===== src/rtl/tws_pkg.sv =====
// ----------------------------------------------------------------------------
// tws_pkg: shared types and constants for the three-wire serial register master
// Beat layouts for the tick and result channels, phase codes, register indexes.
// ----------------------------------------------------------------------------
`default_nettype none

package tws_pkg;

  // Field and counter widths
  localparam int unsigned PHASE_W       = 16;
  localparam int unsigned READ_W        = 32;
  localparam int unsigned CNT_W         = 6;
  localparam int unsigned MAX_READ_BITS = 32;
  localparam int unsigned BYTE_BITS     = 8;
  localparam logic [7:0]  MSB_MASK      = 8'h80;

  // Configuration register indexes
  localparam int unsigned CFG_IDX_W = 1;
  localparam logic [CFG_IDX_W-1:0] CFG_PHASE_TICKS = 1'b0;
  localparam logic [CFG_IDX_W-1:0] CFG_SELECT_EN   = 1'b1;

  // Request codes carried with each tick
  typedef enum logic [1:0] {
    CMD_TICK  = 2'd0,
    CMD_READ  = 2'd1,
    CMD_WRITE = 2'd2,
    CMD_DATA  = 2'd3
  } tws_cmd_e;

  // Bit sequencer phases, one-hot
  typedef enum logic [7:0] {
    PH_IDLE       = 8'b0000_0001,
    PH_BIT_LOW    = 8'b0000_0010,
    PH_BIT_HIGH   = 8'b0000_0100,
    PH_DUMMY_HIGH = 8'b0000_1000,
    PH_DUMMY_LOW  = 8'b0001_0000,
    PH_READ_LOW   = 8'b0010_0000,
    PH_READ_HIGH  = 8'b0100_0000,
    PH_WAIT_DATA  = 8'b1000_0000
  } tws_phase_e;

  // One tick beat
  typedef struct packed {
    logic [1:0]       cmd;
    logic [7:0]       byte_value;
    logic [CNT_W-1:0] read_bits;
    logic [7:0]       dummy_clocks;
    logic             last;
    logic             sda_in;
  } tws_in_t;

  // One result beat
  typedef struct packed {
    logic              sck;
    logic              sda_out;
    logic              sda_drive;
    logic              dc_level;
    logic              cs_n;
    logic              busy_res;
    logic [READ_W-1:0] read_data;
    logic              read_done;
    logic              rejected;
  } tws_out_t;

endpackage

`default_nettype wire


===== src/rtl/three_wire_spi_register_master.sv =====
// ----------------------------------------------------------------------------
// three_wire_spi_register_master: bit sequencer for a shared-data-line link
// Each tick beat advances the half-bit phase timer and may start a read or
// write transaction or hand over the next write byte; one result beat per tick.
// ----------------------------------------------------------------------------
//
//  channel   direction  handshake              beat
//  -------   ---------  ---------------------  ---------------------------
//  tick      in         in_valid_i/in_stall_o  tws_in_t  (request + sda)
//  result    out        out_valid_o/out_stall_i tws_out_t (pin levels, data)
//  config    in         cfg_valid_i/cfg_ready_o index + 16-bit write data
//
//  One tick beat is taken every clock unless the tick channel is stalled; its result appears in the output
//  register on the following cycle. The whole tick is one pass of logic
//  from the sequencer registers into the result register.
//  Reset puts the sequencer in idle with chip select high and the line released.
//  A stalled result holds the tick channel only while the result register is
//  full and not being taken; config writes are always ready.
//
`default_nettype none

module three_wire_spi_register_master (
  input  wire logic                            clk_i,
  input  wire logic                            rst_ni,
  input  wire logic                            in_valid_i,
  output      logic                            in_stall_o,
  input  wire tws_pkg::tws_in_t                in_data_i,
  output      logic                            out_valid_o,
  input  wire logic                            out_stall_i,
  output      tws_pkg::tws_out_t               out_data_o,
  input  wire logic                            cfg_valid_i,
  output      logic                            cfg_ready_o,
  input  wire logic [tws_pkg::CFG_IDX_W-1:0]   cfg_index_i,
  input  wire logic [tws_pkg::PHASE_W-1:0]     cfg_data_i
);
  import tws_pkg::*;

  // Configuration
  logic [PHASE_W-1:0] phase_ticks_q;
  logic               select_en_q;

  // Sequencer state
  tws_phase_e         phase_q, phase_d;
  logic [PHASE_W-1:0] wait_q, wait_d;
  logic [7:0]         shift_q, shift_d;
  logic [CNT_W-1:0]   bit_q, bit_d;
  logic [7:0]         dummy_q, dummy_d;
  logic [READ_W-1:0]  read_q, read_d;
  logic               read_mode_q, read_mode_d;
  logic               release_q, release_d;
  logic               select_q, select_d;
  logic               data_q, data_d;
  logic               dc_q, dc_d;
  logic [CNT_W-1:0]   target_q, target_d;

  // Result register
  logic               out_valid_q;
  tws_out_t           out_q;
  tws_out_t           res;

  logic               accept;
  logic [PHASE_W-1:0] ticks;
  logic               active_pre;
  logic               active_post;
  logic               body;
  logic               finish;
  logic               drive;
  logic [CNT_W-1:0]   bit_next;
  logic [CNT_W-1:0]   nbits_sat;
  tws_cmd_e           cmd;

  assign in_stall_o  = out_valid_q & out_stall_i;
  assign accept      = in_valid_i & ~in_stall_o;
  assign cfg_ready_o = 1'b1;
  assign out_valid_o = out_valid_q;
  assign out_data_o  = out_q;

  assign ticks     = (phase_ticks_q == '0) ? PHASE_W'(1) : phase_ticks_q;
  assign cmd       = tws_cmd_e'(in_data_i.cmd);
  assign nbits_sat = (in_data_i.read_bits > CNT_W'(MAX_READ_BITS)) ?
                     CNT_W'(MAX_READ_BITS) : in_data_i.read_bits;

  // One tick: phase advance, request handling, timer, pin levels
  always_comb begin
    phase_d     = phase_q;
    wait_d      = wait_q;
    shift_d     = shift_q;
    bit_d       = bit_q;
    dummy_d     = dummy_q;
    read_d      = read_q;
    read_mode_d = read_mode_q;
    release_d   = release_q;
    select_d    = select_q;
    data_d      = data_q;
    dc_d        = dc_q;
    target_d    = target_q;
    body        = 1'b0;
    finish      = 1'b0;
    bit_next    = bit_q + CNT_W'(1);
    res         = '0;

    // phase change once the half-bit timer has run out
    active_pre = (phase_q != PH_IDLE) && (phase_q != PH_WAIT_DATA);
    if (active_pre && (wait_q >= ticks)) begin
      case (phase_q)
        PH_BIT_LOW: begin
          phase_d = PH_BIT_HIGH;
          wait_d  = '0;
        end
        PH_BIT_HIGH: begin
          bit_d   = bit_next;
          shift_d = {shift_q[6:0], 1'b0};
          if (bit_next < CNT_W'(BYTE_BITS)) begin
            data_d  = (shift_d & MSB_MASK) != '0;
            phase_d = PH_BIT_LOW;
            wait_d  = '0;
          end else if (read_mode_q) begin
            dc_d = 1'b1;
            body = 1'b1;
          end else if (release_q) begin
            phase_d  = PH_IDLE;
            wait_d   = '0;
            select_d = 1'b0;
          end else begin
            phase_d = PH_WAIT_DATA;
            wait_d  = '0;
          end
        end
        PH_DUMMY_HIGH: begin
          phase_d = PH_DUMMY_LOW;
          wait_d  = '0;
        end
        PH_DUMMY_LOW: begin
          dummy_d = dummy_q - 8'd1;
          body    = 1'b1;
        end
        PH_READ_LOW: begin
          read_d  = {read_q[READ_W-2:0], in_data_i.sda_in};
          phase_d = PH_READ_HIGH;
          wait_d  = '0;
        end
        PH_READ_HIGH: begin
          bit_d = bit_next;
          if (bit_next < target_q) begin
            phase_d = PH_READ_LOW;
            wait_d  = '0;
          end else begin
            finish = 1'b1;
          end
        end
        default: begin
        end
      endcase

      // after the command byte or a dummy pulse: more dummies, read bits or end
      if (body) begin
        if (dummy_d != '0) begin
          phase_d = PH_DUMMY_HIGH;
          wait_d  = '0;
        end else if (target_q != '0) begin
          bit_d   = '0;
          phase_d = PH_READ_LOW;
          wait_d  = '0;
        end else begin
          finish = 1'b1;
        end
      end

      if (finish) begin
        phase_d  = PH_IDLE;
        wait_d   = '0;
        select_d = 1'b0;
      end
    end

    // requests, seen after the phase change
    case (cmd)
      CMD_READ, CMD_WRITE: begin
        if (phase_d == PH_IDLE) begin
          select_d    = select_en_q;
          read_mode_d = (cmd == CMD_READ);
          if (cmd == CMD_READ) begin
            release_d = 1'b1;
            target_d  = nbits_sat;
            dummy_d   = in_data_i.dummy_clocks;
            read_d    = '0;
          end else begin
            release_d = in_data_i.last;
          end
          shift_d = in_data_i.byte_value;
          bit_d   = '0;
          dc_d    = 1'b0;
          data_d  = (in_data_i.byte_value & MSB_MASK) != '0;
          phase_d = PH_BIT_LOW;
          wait_d  = '0;
        end else begin
          res.rejected = 1'b1;
        end
      end
      CMD_DATA: begin
        if (phase_d == PH_WAIT_DATA) begin
          release_d = in_data_i.last;
          shift_d   = in_data_i.byte_value;
          bit_d     = '0;
          dc_d      = 1'b1;
          data_d    = (in_data_i.byte_value & MSB_MASK) != '0;
          phase_d   = PH_BIT_LOW;
          wait_d    = '0;
        end else begin
          res.rejected = 1'b1;
        end
      end
      default: begin
      end
    endcase

    // half-bit timer
    active_post = (phase_d != PH_IDLE) && (phase_d != PH_WAIT_DATA);
    if (active_post && (wait_d < ticks)) begin
      wait_d = wait_d + PHASE_W'(1);
    end

    // pin levels for this tick
    drive = (phase_d == PH_BIT_LOW) || (phase_d == PH_BIT_HIGH) ||
            (phase_d == PH_WAIT_DATA);
    res.sck       = (phase_d == PH_BIT_HIGH) || (phase_d == PH_DUMMY_HIGH) ||
                    (phase_d == PH_READ_HIGH);
    res.sda_out   = drive & data_d;
    res.sda_drive = drive;
    res.dc_level  = dc_d;
    res.cs_n      = ~select_d;
    res.busy_res  = active_post;
    res.read_data = read_d;
    res.read_done = finish;
  end

  // Configuration registers
  always_ff @(posedge clk_i or negedge rst_ni) begin
    if (!rst_ni) begin
      phase_ticks_q <= PHASE_W'(1);
      select_en_q   <= 1'b1;
    end else if (cfg_valid_i && cfg_ready_o) begin
      case (cfg_index_i)
        CFG_PHASE_TICKS: phase_ticks_q <= cfg_data_i;
        CFG_SELECT_EN:   select_en_q   <= cfg_data_i[0];
        default: begin
        end
      endcase
    end
  end

  // Sequencer state, updated once per accepted tick
  always_ff @(posedge clk_i or negedge rst_ni) begin
    if (!rst_ni) begin
      phase_q     <= PH_IDLE;
      wait_q      <= '0;
      shift_q     <= '0;
      bit_q       <= '0;
      dummy_q     <= '0;
      read_q      <= '0;
      read_mode_q <= 1'b0;
      release_q   <= 1'b0;
      select_q    <= 1'b0;
      data_q      <= 1'b0;
      dc_q        <= 1'b1;
      target_q    <= '0;
    end else if (accept) begin
      phase_q     <= phase_d;
      wait_q      <= wait_d;
      shift_q     <= shift_d;
      bit_q       <= bit_d;
      dummy_q     <= dummy_d;
      read_q      <= read_d;
      read_mode_q <= read_mode_d;
      release_q   <= release_d;
      select_q    <= select_d;
      data_q      <= data_d;
      dc_q        <= dc_d;
      target_q    <= target_d;
    end
  end

  // Result register valid
  always_ff @(posedge clk_i or negedge rst_ni) begin
    if (!rst_ni) begin
      out_valid_q <= 1'b0;
    end else if (accept) begin
      out_valid_q <= 1'b1;
    end else if (!out_stall_i) begin
      out_valid_q <= 1'b0;
    end
  end

  // Result payload
  always_ff @(posedge clk_i) begin
    if (accept) begin
      out_q <= res;
    end
  end

  // Checks
  a_idle_deselected: assert property (@(posedge clk_i) disable iff (!rst_ni)
    (phase_q == PH_IDLE) |-> !select_q)
    else $error("chip select held while sequencer idle");

  // a new start may follow on the tick a read ends
  a_done_releases: assert property (@(posedge clk_i) disable iff (!rst_ni)
    (out_valid_q && out_q.read_done && !out_q.busy_res) |-> out_q.cs_n)
    else $error("read finished with chip select still low");

  a_tick_not_rejected: assert property (@(posedge clk_i) disable iff (!rst_ni)
    (accept && (in_data_i.cmd == CMD_TICK)) |=> !out_q.rejected)
    else $error("plain tick flagged as rejected");

  a_stall_needs_result: assert property (@(posedge clk_i) disable iff (!rst_ni)
    in_stall_o |-> out_valid_q)
    else $error("tick channel stalled with empty result register");

endmodule

`default_nettype wire


===== config.mk =====
export PLATFORM = sky130hd
export DESIGN_NAME = three_wire_spi_register_master
export DESIGN_NICKNAME = d
export VERILOG_FILES = /design/src/rtl/tws_pkg.sv /design/src/rtl/three_wire_spi_register_master.sv
export SDC_FILE = /design/constraint.sdc
export NUM_CORES = 1
export LEC_CHECK = 0
export BUFFER_PORTS_ARGS = -buffer_cell sky130_fd_sc_hd__buf_4
export CAP_MARGIN = 0
export CORE_MARGIN = 1
export CORE_UTILIZATION = 30
export DETAILED_ROUTE_END_ITERATION = 10
export GPL_TIMING_DRIVEN = 0
export SYNTH_ARGS = -nofsm -noshare
export SYNTH_HDL_FRONTEND = slang
export SYNTH_SLANG_ARGS = --single-unit
export TNS_END_PERCENT = 10

===== constraint.sdc =====
create_clock -name clk_i -period 13.1 [get_ports clk_i]
set_input_delay 2.62 -clock clk_i [delete_from_list [all_inputs] [get_ports clk_i]]
set_output_delay 2.62 -clock clk_i [all_outputs]
set_load 0.05 [all_outputs]

==> metrics.cfg <==
[pwr]
clkPwrFrac_pct=40.6
power.share.combinational_pct=16.3
seq_power_share_pct=43.1
power_density_nw_per_um2=123
p_leak_nw=4.30
switching_share_pct=31.8
p_int_mw=0.836
peakVddDrop_v=0.0000759
p_sw_mw=0.389

[sta]
period_share_pct=61.0
setup_tns_ns=0
slew_headroom_pct=30.7
hold_viol=0
worst_slew_pin_slew_ns=1.03
fmax_mhz=125
fin_hold_ws_ns=0.471
fin_crit_ns=7.99
skew_ns=0.0195
setup_viol=0
maxSlewViolCount=0
fin_ws_ns=5.11
grt_setup_unrepaired=no

[global_route]
grt_max_degree=87
antenna_found_initial=0
grt_pass1_vias=6782
grt.overflow.total=0
grt_pass1_wl_um=35800
grtUsageTotal_pct=16.1

[logic_synthesis]
synth.distinct_cells=79
ys_seq_elements=146
synthTopCellsByCount=nand2_1 (155), dfrtp_1 (102), a21oi_1 (57)
synthTopCellsByArea=dfrtp_1 (31%), edfxtp_1 (15%), nand2_1 (7.1%)
syn_area_um2=8210
syn_area_per_cell_um2=9.41
synth_nets=961
ys.flop_type=dfrtp_1
ys.warnings.count=0
synth_fa_ha_area_share_pct=6.37
synthXorXnorAreaFrac_pct=0.640
synth_top_area_share_pct=31.1
synth_top_family_by_area=compound AO/OA/AOI/OAI gates
synthArstFlopShare_pct=72.6
muxShareOfSynthArea_pct=0.656
synth_edf_count=40
synth_simple_gate_area_share_pct=20.2
synth_seq_area_share_pct=47.0
synth_top_area_cell=dfrtp_1
synth_compound_area_share_pct=21.0
yosysMostFrequentCell=nand2_1
synthCells=872

[critical_path]
cp.arrival_ns=8.30
cp_common_cell=a21o_1
start_kind=flip-flop
cpPeakStageDelay_ns=0.53
required_ns=13.40
crit_fanout=10
crit_type=flip-flop to flip-flop
slowest_stage=nor3_2
cp-end-kind=flip-flop

[layout]
n_antenna_cell=0
nets=1071
final_layout_size_suffix_gt1_share_pct=15.9
area_growth_pct=21.5
n_fill_cell=2747
fin_util_pct=37.1

[cts]
clk_pin_slew_ns=0.08
cts_made_buffers=17
clock_latency_ns=0.44
ctsRootBufferMaster=clkbuf_16
hold_buffers=0
clockBufferDepth=2
postCtsSetupRepairBufs=0
cts_sinks=146
cts.repair.resized=0
tritoncts=yes
htreeDepth=4

[place]
post-place-ws_ns=5.24
dpl.hpwl_um=16000
place.gp.congestion=0.963
portBuffers=89

[floorplanning]
die_y_um=167
initial_core_util_pct=30.5
die_area_um2=28000
io_pins=91
rows=60
core_area_um2=26900
dieWidth_um=167

[routing]
drc=0
drt_first_pass_iters=5
viasPerCell=5.27
drtIter0Drc=513
drtAntennaViolNets=0
avgRoutedWirePerCell_um=16.3
num_vias=7040
wl_um=21800

[outcome]
outcome=finished, final reports clean

[min_path]
hold_class=flip-flop to flip-flop

[flow_run]
drv_cap=0

cells by family after synthesis:
logic type	after synthesis
compound gates	255
xor+xnor	6
fa+ha+maj	42
buf+inv	83
flops	146
mux	5
other cells	1
simple gates	334
per-layer routing:
metal / global-route usage, % / vias to the layer above / share of wire [%]
met1: 20.7 / 3417 / 45
met4: 5.66 / 0 / 2.0
met5: 0 / - / 0
met3: 3.17 / 30 / 4.4
met2: 26.9 / 179 / 49
li1: - / 3414 / -
cell usage in the layout (no fill, tap or decap), drive strengths merged, types with 4 or more instances in the layout:
master  count
nor3       17
dfstp       4
ha         41
nand3      18
a31oi      13
a21oi      57
inv        46
clkinv      8
nand2b     13
and3       16
o31ai       7
a21o        6
edfxtp     40
o211ai      4
nor4       14
o22ai       4
a22o       34
o21a        4
nand4      11
a22oi      12
buf       105
clkbuf     47
nand2     155
o21ai      72
nor2       40
and2       23
dfrtp     102
xnor2       4
a41oi       6
or4         4
nand3b      5
cell type report:
class	instances	area (µm²)	area share (%)
sequential	146	3860	38.7
tap	341	427	4.28
timing repair buffer	91	727	7.29
multi-input combinational	643	4010	40.3
inverter	39	146	1.47
buffer	44	188	1.88
clock inverter	15	184	1.84
clock buffer	17	425	4.27
per-stage QoR:
step	power (mW)	area, µm²	std cells
floorplan	0.661	8210	872
global placement	0.729	9300	1302
detailed placement	0.737	9360	1304
CTS	1.24	9970	1336
global route	1.28	9970	1336
finish	1.22	9970	1336
critical path: cells and delay by family, from the launching register on:
family	cells	cell delay [ns]
AOI/OAI and AO/OA	16	3.18
and+or+nand+nor	9	2.65
buffers and inverters	4	1.12
adders and majority gates	2	0.52
DFF	1	0.39
state kept, by name (all words and copies together) (netlist names):
signal and flops:
out_valid_o 1, dc_q 1, read_mode_q 1, phase_ticks_q 16, wait_q 16, data_q 1
select_en_q 1, select_q 1, target_q 6, read_q 32, out_data_o 40, phase_q 8
release_q 1, bit_q 6, shift_q 7, dummy_q 8
path summary, 6_finish.rpt:
kind / startpoint / to / slack (ns) / depth (start not counted)
setup / recovery: phase_ticks_q[1]$_DFFE_PN0P_ / wait_q[14]$_DFFE_PN0P_ / 5.11 / 31
hold / removal: shift_q[4]$_DFFE_PN0P_ / shift_q[4]$_DFFE_PN0P_ / 0.47 / 2
setup reg to reg: phase_ticks_q[1]$_DFFE_PN0P_ / wait_q[14]$_DFFE_PN0P_ / 5.11 / 31
hold reg to reg: shift_q[4]$_DFFE_PN0P_ / shift_q[4]$_DFFE_PN0P_ / 0.47 / 2
max in group asynchronous: rst_ni / dc_q$_DFFE_PN1P_ / 10.32 / 2
min in group asynchronous: rst_ni / phase_ticks_q[15]$_DFFE_PN0P_ / 2.02 / 1
power groups by stage:
stage / Clock [mW] / Sequential, mW / Combinational [mW]
2_1_floorplan: 0 / 0.548 / 0.112
3_3_place_gp: 0 / 0.537 / 0.192
3_5_place_dp: 0 / 0.536 / 0.200
4_1_cts: 0.511 / 0.528 / 0.201
5_1_grt: 0.530 / 0.533 / 0.222
6_report: 0.497 / 0.528 / 0.200
Note: power is estimated with default switching activity, not from simulation.
